<file path="config.mk">
export PLATFORM = sky130hd
export DESIGN_NAME = avvr_sincos
export DESIGN_NICKNAME = d
export VERILOG_FILES = /design/src/rtl/avvr_pkg.sv /design/src/rtl/avvr_sincos.sv
export SDC_FILE = /design/constraint.sdc
export NUM_CORES = 2
export LEC_CHECK = 0
export BUFFER_PORTS_ARGS = -buffer_cell sky130_fd_sc_hd__buf_2
export CORE_ASPECT_RATIO = 1.25
export CORE_MARGIN = 4
export CORE_UTILIZATION = 30
export CTS_BUF_LIST = sky130_fd_sc_hd__clkbuf_8
export CTS_CLUSTER_DIAMETER = 60
export DETAILED_ROUTE_END_ITERATION = 7
export GPL_TIMING_DRIVEN = 0
export PLACE_DENSITY = 0.44
export SKIP_LAST_GASP = 1
export SLEW_MARGIN = 10
export SYNTH_ARGS = -nofsm -noshare
export SYNTH_HDL_FRONTEND = slang
export SYNTH_SLANG_ARGS = --single-unit
</file>
<file path="constraint.sdc">
create_clock -name clk -period 8.6 [get_ports clk]
set_input_delay 0.43 -clock clk [delete_from_list [all_inputs] [get_ports clk]]
set_output_delay 0.43 -clock clk [all_outputs]
set_load 0.02 [all_outputs]
</file>
<file path="src/rtl/avvr_pkg.sv">
// Shared constants, widths and tables for the axis-angle vector rotation unit.
`timescale 1ns / 1ps
package avvr_pkg;

  localparam int VEC_WIDTH_DEF   = 16;
  localparam int ANGLE_WIDTH_DEF = 16;

  localparam int CORDIC_ITERS = 16;
  localparam int SINCOS_LAT   = CORDIC_ITERS + 2;
  localparam int MATH_LAT     = 5;

  localparam int AXIS_W  = 16;
  localparam int TRIG_W  = 16;
  localparam int CX_W    = 34;
  localparam int CZ_W    = 33;
  localparam int PHASE_W = 32;

  localparam logic signed [CX_W-1:0] CORDIC_GAIN = 34'sd652032874;
  localparam logic signed [AXIS_W-1:0] ONE_Q14 = 16'sd16384;

  localparam logic [1:0] QUAD_0 = 2'd0;
  localparam logic [1:0] QUAD_1 = 2'd1;
  localparam logic [1:0] QUAD_2 = 2'd2;
  localparam logic [1:0] QUAD_3 = 2'd3;

  localparam logic [31:0] ATAN_TABLE [CORDIC_ITERS] = '{
    32'h20000000, 32'h12E4051E, 32'h09FB385B, 32'h051111D4,
    32'h028B0D43, 32'h0145D7E1, 32'h00A2F61E, 32'h00517C55,
    32'h0028BE53, 32'h00145F2F, 32'h000A2F98, 32'h000517CC,
    32'h00028BE6, 32'h000145F3, 32'h0000A2FA, 32'h0000517D
  };

endpackage

</file>
<file path="src/rtl/avvr_sincos.sv">
// Pipelined rotation-mode CORDIC producing Q1.14 cosine and sine of a binary angle.
`timescale 1ns / 1ps
module avvr_sincos #(
  parameter int ANGLE_WIDTH = avvr_pkg::ANGLE_WIDTH_DEF
) (
  input  logic                                 clk,
  input  logic                                 en,
  input  logic [ANGLE_WIDTH-1:0]               angle,
  output logic signed [avvr_pkg::TRIG_W-1:0]   cos_q14,
  output logic signed [avvr_pkg::TRIG_W-1:0]   sin_q14
);
  import avvr_pkg::*;

  localparam int RW = CX_W + 1;

  logic signed [CX_W-1:0] x_r [0:CORDIC_ITERS];
  logic signed [CX_W-1:0] y_r [0:CORDIC_ITERS];
  logic signed [CZ_W-1:0] z_r [0:CORDIC_ITERS];
  logic [1:0]             q_r [0:CORDIC_ITERS];

  logic [PHASE_W-1:0]        phase;
  logic [PHASE_W-1:0]        phase_ofs;
  logic [1:0]                quad;
  logic [PHASE_W-1:0]        resid;
  logic signed [RW-1:0]      c_raw, s_raw, c_rnd, s_rnd;
  logic signed [TRIG_W-1:0]  c_nxt, s_nxt;
  logic signed [TRIG_W-1:0]  c_r, s_r;

  // fold the angle into a quadrant and a residual in [-1/8, 1/8) turn
  always_comb begin
    phase     = {angle, {(PHASE_W-ANGLE_WIDTH){1'b0}}};
    phase_ofs = phase + 32'h2000_0000;
    quad      = phase_ofs[PHASE_W-1 -: 2];
    resid     = phase - {quad, {(PHASE_W-2){1'b0}}};
  end

  always_ff @(posedge clk) begin
    if (en) begin
      x_r[0] <= CORDIC_GAIN;
      y_r[0] <= '0;
      z_r[0] <= CZ_W'($signed(resid));
      q_r[0] <= quad;
    end
  end

  for (genvar i = 0; i < CORDIC_ITERS; i++) begin : g_iter
    logic signed [CX_W-1:0] dx, dy;
    logic                   up;
    assign dx = x_r[i] >>> i;
    assign dy = y_r[i] >>> i;
    assign up = !z_r[i][CZ_W-1];
    always_ff @(posedge clk) begin
      if (en) begin
        x_r[i+1] <= up ? x_r[i] - dy : x_r[i] + dy;
        y_r[i+1] <= up ? y_r[i] + dx : y_r[i] - dx;
        z_r[i+1] <= up ? z_r[i] - CZ_W'(ATAN_TABLE[i]) : z_r[i] + CZ_W'(ATAN_TABLE[i]);
        q_r[i+1] <= q_r[i];
      end
    end
  end

  // unfold the quadrant, round Q2.30 to Q1.14 and clamp to +/-1.0
  always_comb begin
    unique case (q_r[CORDIC_ITERS])
      QUAD_0: begin
        c_raw = RW'(x_r[CORDIC_ITERS]);
        s_raw = RW'(y_r[CORDIC_ITERS]);
      end
      QUAD_1: begin
        c_raw = -RW'(y_r[CORDIC_ITERS]);
        s_raw = RW'(x_r[CORDIC_ITERS]);
      end
      QUAD_2: begin
        c_raw = -RW'(x_r[CORDIC_ITERS]);
        s_raw = -RW'(y_r[CORDIC_ITERS]);
      end
      default: begin
        c_raw = RW'(y_r[CORDIC_ITERS]);
        s_raw = -RW'(x_r[CORDIC_ITERS]);
      end
    endcase
    c_rnd = (c_raw + RW'(32768)) >>> 16;
    s_rnd = (s_raw + RW'(32768)) >>> 16;
    if (c_rnd > RW'(ONE_Q14))       c_nxt = ONE_Q14;
    else if (c_rnd < -RW'(ONE_Q14)) c_nxt = -ONE_Q14;
    else                            c_nxt = TRIG_W'(c_rnd);
    if (s_rnd > RW'(ONE_Q14))       s_nxt = ONE_Q14;
    else if (s_rnd < -RW'(ONE_Q14)) s_nxt = -ONE_Q14;
    else                            s_nxt = TRIG_W'(s_rnd);
  end

  always_ff @(posedge clk) begin
    if (en) begin
      c_r <= c_nxt;
      s_r <= s_nxt;
    end
  end

  assign cos_q14 = c_r;
  assign sin_q14 = s_r;

endmodule

</file>
=== After elaboration in Yosys (flattened, before gate mapping) ===
Memories as Yosys holds them, arrays and structs flattened.
Cells that the tools add are included.
W data, S select, Z words.

* Register bits after elaboration: 32
* Memory bits (writable): 1751
* Bits of input ports: 18
* Memories kept: 4

* Magnitude comparators: 4
* Mux-type cells: 54
* Add/subtract/negate cells: 101
* Eq/ne operators: 2
* Reduce and logical (&&, ||, !) cells: 3

{| class="wikitable"
|+ Memories
! memory !! words !! bits a word !! read ports !! clocked after Yosys merged registers in !! write ports !! RTL line !! RTL
|-
| x_r || 17 || 34 || 17 || 0 || 17 || avvr_sincos.sv:16 || <nowiki>logic signed [CX_W-1:0] x_r [0:CORDIC_ITERS];</nowiki>
|-
| y_r || 17 || 34 || 17 || 0 || 17 || avvr_sincos.sv:17 || <nowiki>logic signed [CX_W-1:0] y_r [0:CORDIC_ITERS];</nowiki>
|-
| z_r || 17 || 33 || 16 || 0 || 17 || avvr_sincos.sv:18 || <nowiki>logic signed [CZ_W-1:0] z_r [0:CORDIC_ITERS];</nowiki>
|-
| q_r || 17 || 2 || 17 || 0 || 17 || avvr_sincos.sv:19 || <nowiki>logic [1:0] q_r [0:CORDIC_ITERS];</nowiki>
|}

{| class="wikitable"
|+ Operators with widths
! kind !! number
|-
| $mux W34 || 32
|-
| $mux W33 || 16
|-
| $pmux W35 S3 || 2
|-
| $add A35 B17 Y35 const B || 2
|-
| $neg A34 Y35 || 2
|-
| $add A34 B19 Y34 || 2
|-
| $add A34 B20 Y34 || 2
|-
| $add A34 B21 Y34 || 2
|-
| $add A34 B22 Y34 || 2
|-
| $add A34 B23 Y34 || 2
|-
| $add A34 B24 Y34 || 2
|-
| $add A34 B25 Y34 || 2
|-
| $add A34 B26 Y34 || 2
|-
| $add A34 B27 Y34 || 2
|-
| $add A34 B28 Y34 || 2
|-
| $add A34 B29 Y34 || 2
|-
| $add A34 B30 Y34 || 2
|-
| $add A34 B31 Y34 || 2
|-
| $add A34 B32 Y34 || 2
|-
| $add A34 B33 Y34 || 2
|-
| $sub A34 B19 Y34 || 2
|-
| $sub A34 B20 Y34 || 2
|-
| $sub A34 B21 Y34 || 2
|-
| $sub A34 B22 Y34 || 2
|-
| other kinds (55) || 72
|}

=== Logic depth before layout (Yosys ltp) ===
An unclocked memory read counts as a cell.

* Depth in word-level cells: 6
* Gate-level depth with buffers: 24
* Mapped depth without buffers: 24

=== Least setup slack after synthesis ===
OpenSTA, ideal clock, no wires.

* Path type: reg-to-reg
* From: mem z_r[13][32], in the netlist z_r[0][461]
* To: mem y_r[14][32], in the netlist y_r[1][236], data pin
* Buffers on the path: 3
* Clock period less this slack: 5.046 ns
* Arrival time: 4.781 ns
* Setup time: 0.265 ns
* Required time: 8.335 ns
* Stages on the path, launching flop included: 18
* Path slack: 3.554 ns
* Cells stage by stage: edfxtp_1 clkbuf_1 clkbuf_1 clkbuf_1 mux2i_1 fa_1 a21o_1 a21oi_1 o21ai_0 a311oi_1 o21ai_0 o211a_1 o21a_1 o21a_1 or4b_2 a31oi_1 o21ai_0 xor2_1

{| class="wikitable"
|+ RTL lines
! element !! RTL line
|-
| from (decl) || avvr_sincos.sv:18
|-
| to (decl) || avvr_sincos.sv:17
|}

==> metrics.md <==
| Metric | Value |
|---|---|
| Status | finished, final reports clean |
| Worst path cell trace | clkbuf_1 > clkbuf_1 > clkbuf_1 > mux2i_1 > fa_1 > a21o_1 > a21oi_1 > o211ai_1 > nand2_1 > a311oi_1 > nor3_1 > o311ai_0 > a21o_1 > a21oi_1 > o211ai_1 > a21oi_1 > xnor2_1 |
| Slew @ Worst Pin | roughly 1.3 ns |
| Min Tclk post-route | approximately 7.4 ns |
| Setup TNS | 0 ns |
| Async set-reset flop share out of synthesis | 0% |
| Startpoint types | flop |
| Worst-path clk slew | 0.06 ns |
| Residual antenna-violating net count after detailed routing | 0 |
| CP peak stage delay | 0.88 ns |
| Hpwl dp | roughly 280 mm |
| Num CTS Buffers | approximately 300 |
| Post-synth top area cell | edfxtp_1 |
| Yosys top cell area share | about 37% |
| Most common cell after layout, fill and taps aside | edfxtp_1 |
| CORE AREA | between 400000 and 500000 sq um |
| Mapped Avg Cell Area | slightly below 10 sq um |
| Setup crit end kind | flop |
| Clk_skew | ~0.095 ns |
| Seq cells post-synth | 1496 |
| Number of flops mapped to enable cells by yosys | ~1500 |
| Initial DRC Count | 4431 |
| Family with the most delay on the worst path | compound AO/OA/AOI/OAI gates |
| Proportion of layout cells with a drive suffix above 1 | under 10% |
| Hold slack | between 0.2 and 0.25 ns |
| DR vias/cell | around 5.0 |
| RSZ-0062 raised after global routing | no |
| Via count | about 93000 |
| Average wire per standard cell | around 19 microns |
| Grt ovf | 0 |
| WP data arrival | 8.24 ns |
| Inst Count DP | ~18000 |
| Pre-Repair DR Iteration Count | 7 |
| Clock root cell | clkbuf_8 |
| Ys Warns | 0 |
| NumNets Final | 14400 |
| Synthesized net count | 14000 |
| Synth cell types | 100 |
| Clk sinks | ~1500 |
| Max_slew headroom | around 15% |
| Clk Latency, worst-skew pair | 1.10 ns |
| Largest net degree at the start of global routing | roughly 160 |
| Clk buf depth | 4 |
| Final hold vios | 0 |
| Ys flop type | edfxtp_1 |
| Seq/Total Area, Yosys | 36.6% |
| CP Class | reg -> reg |
| Crit share post-route | a little under nine tenths |
| Initial antenna violation count | 3 |
| Mapped Area | 123000 sq um |
| CP max stage cell | clkbuf_1 |
| RePlAce Congestion | around 0.9 |
| Final WL | between 300 and 400 mm |
| H-tree levels | 5 |
| Filler instances | around 42000 |
| Final-report setup violation count | 0 |
| Area delta synth->final | 10.9% |
| CTS tree | yes |
| First-pass GRT wire length | 540 mm |
| Ranking of synthesized cells by area | edfxtp_1, ha_1, xnor2_1, a21oi_1, xor2_1 |
| DIE WIDTH | just under 600 microns |
| # IOs | 50 |
| Initial Util | a little under a third |
| Layout Cells excl Fill | 18700 |
| Vias in the first global route | 93900 |
| Die Footprint | around 420000 sq um |
| WP buf/inv | 3 |
| Post-Syn Instances | approximately 13000 |
| Most frequent cells in the layout | edfxtp_1, ha_1, a21oi_1 |
| Max-slew violation count | 0 |
| Rows | about 260 |
| Worst hold-check path type | in -> reg |
| Max Freq | about 130 MHz |
| DRC | 0 |
| Data required time of the worst path | around 9.4 ns |
| Resized cells post-CTS | 0 |
| CP max FO | 13 |
| MaxCap Viol Count | 0 |
| Die Y | ~720 microns |
| Port bufs | 49 |
| Global Route Usage Sum | around 16% |
-- cell families after synthesis --
| family | share of synthesized area [%] |
|---|---|
| AND/OR/NAND/NOR | 13.5 |
| buffers and inverters | 2.09 |
| XOR/XNOR | 13.2 |
| AO/OA/AOI/OAI | 18.6 |
| flip-flops | 36.6 |
| multiplexers | 1.40 |
| adder cells (fa/ha/maj) | 14.6 |
-- through the flow --
stage                     instance area [sq um]  util, %  setup slack (ns)
final                                    136000     33.4              1.17
after global routing                     136000     33.4             0.965
after CTS                                136000     33.4             0.997
after detailed placement                 130000     32.0             0.974
after global placement                   130000     31.9            -18.66
after floorplan                          123000        -              3.55
-- worst min-delay path: cells and delay by family --
family | cells | cell delay, ns
buf+inv | 2 | 0.67
xor+xnor | 1 | 0.12
-- what timing repair did --
item | in CTS | in global routing
hold buffers | 31 | 0
buffers inserted | 0 | 0
endpoints found under the setup margin | 0 | 0
endpoints found under the hold margin | 84 | 0
-- layer usage --
| layer | vias to the layer above | part of all wire, % | GRT usage [%] |
|---|---|---|---|
| met5 | - | 0.0043 | 0 |
| met4 | 2 | 4.9 | 7.28 |
| met3 | 576 | 2.5 | 1.83 |
| met2 | 1198 | 56 | 33.3 |
| met1 | 43500 | 37 | 16.0 |
| li1 | 47800 | - | - |
-- cell usage after synthesis (40+ instances only) --
cell	count
nand2_1	577
and3_1	95
o21a_1	231
o21bai_1	150
a21oi_1	1304
and2_1	90
mux2i_1	87
xnor2_1	1253
or2_2	61
buf_1	43
nor2_1	1219
nand3_1	227
o41ai_1	65
nor2b_1	149
nor3_1	384
o211ai_1	56
mux2_2	69
ha_1	1366
clkbuf_1	129
nor4_1	87
a31oi_1	151
o21ai_0	570
a211oi_1	103
inv_1	483
a211o_1	40
fa_1	42
a21boi_0	42
edfxtp_1	1496
nand2b_1	188
xor2_1	602
o31ai_1	73
a21o_1	473
or3_1	113
nand4_1	56
-- cell type report --
cell class                      instances  area [sq um]  area share [%]
Clock inverter                        215          1520            1.12
Clock buffer                          304          4180            3.07
Timing Repair Buffer                   95           961           0.705
Sequential cell                      1496         44900            33.0
Inverter                              490          1840            1.35
Buffer                                183           728           0.534
Tap cell                             5412          6770            4.97
Multi-Input combinational cell      10500         75400            55.3
Antenna cell                            4          10.0         0.00734
-- state kept, by name, summed over array words and instances, names as in the netlist --
register	count
x_r	484
q_r	34
cos_q14	16
sin_q14	16
y_r	511
z_r	435
-- final timing paths --
path | from | endpoint | slack [ns] | cells after the start
worst min-delay path | angle[14] | z_r[0][30]$_DFFE_PP_ | 0.24 | 3
worst min register to register | q_r[0][9]$_DFFE_PP_ | q_r[0][11]$_DFFE_PP_ | 0.41 | 0
worst max register to register | z_r[0][263]$_DFFE_PP_ | y_r[1][32]$_DFFE_PP_ | 1.17 | 17
worst max-delay path | z_r[0][263]$_DFFE_PP_ | y_r[1][32]$_DFFE_PP_ | 1.17 | 17
Power is not shown: default switching activity piles up to over one toggle a cycle in this logic, so the estimate is an artifact.
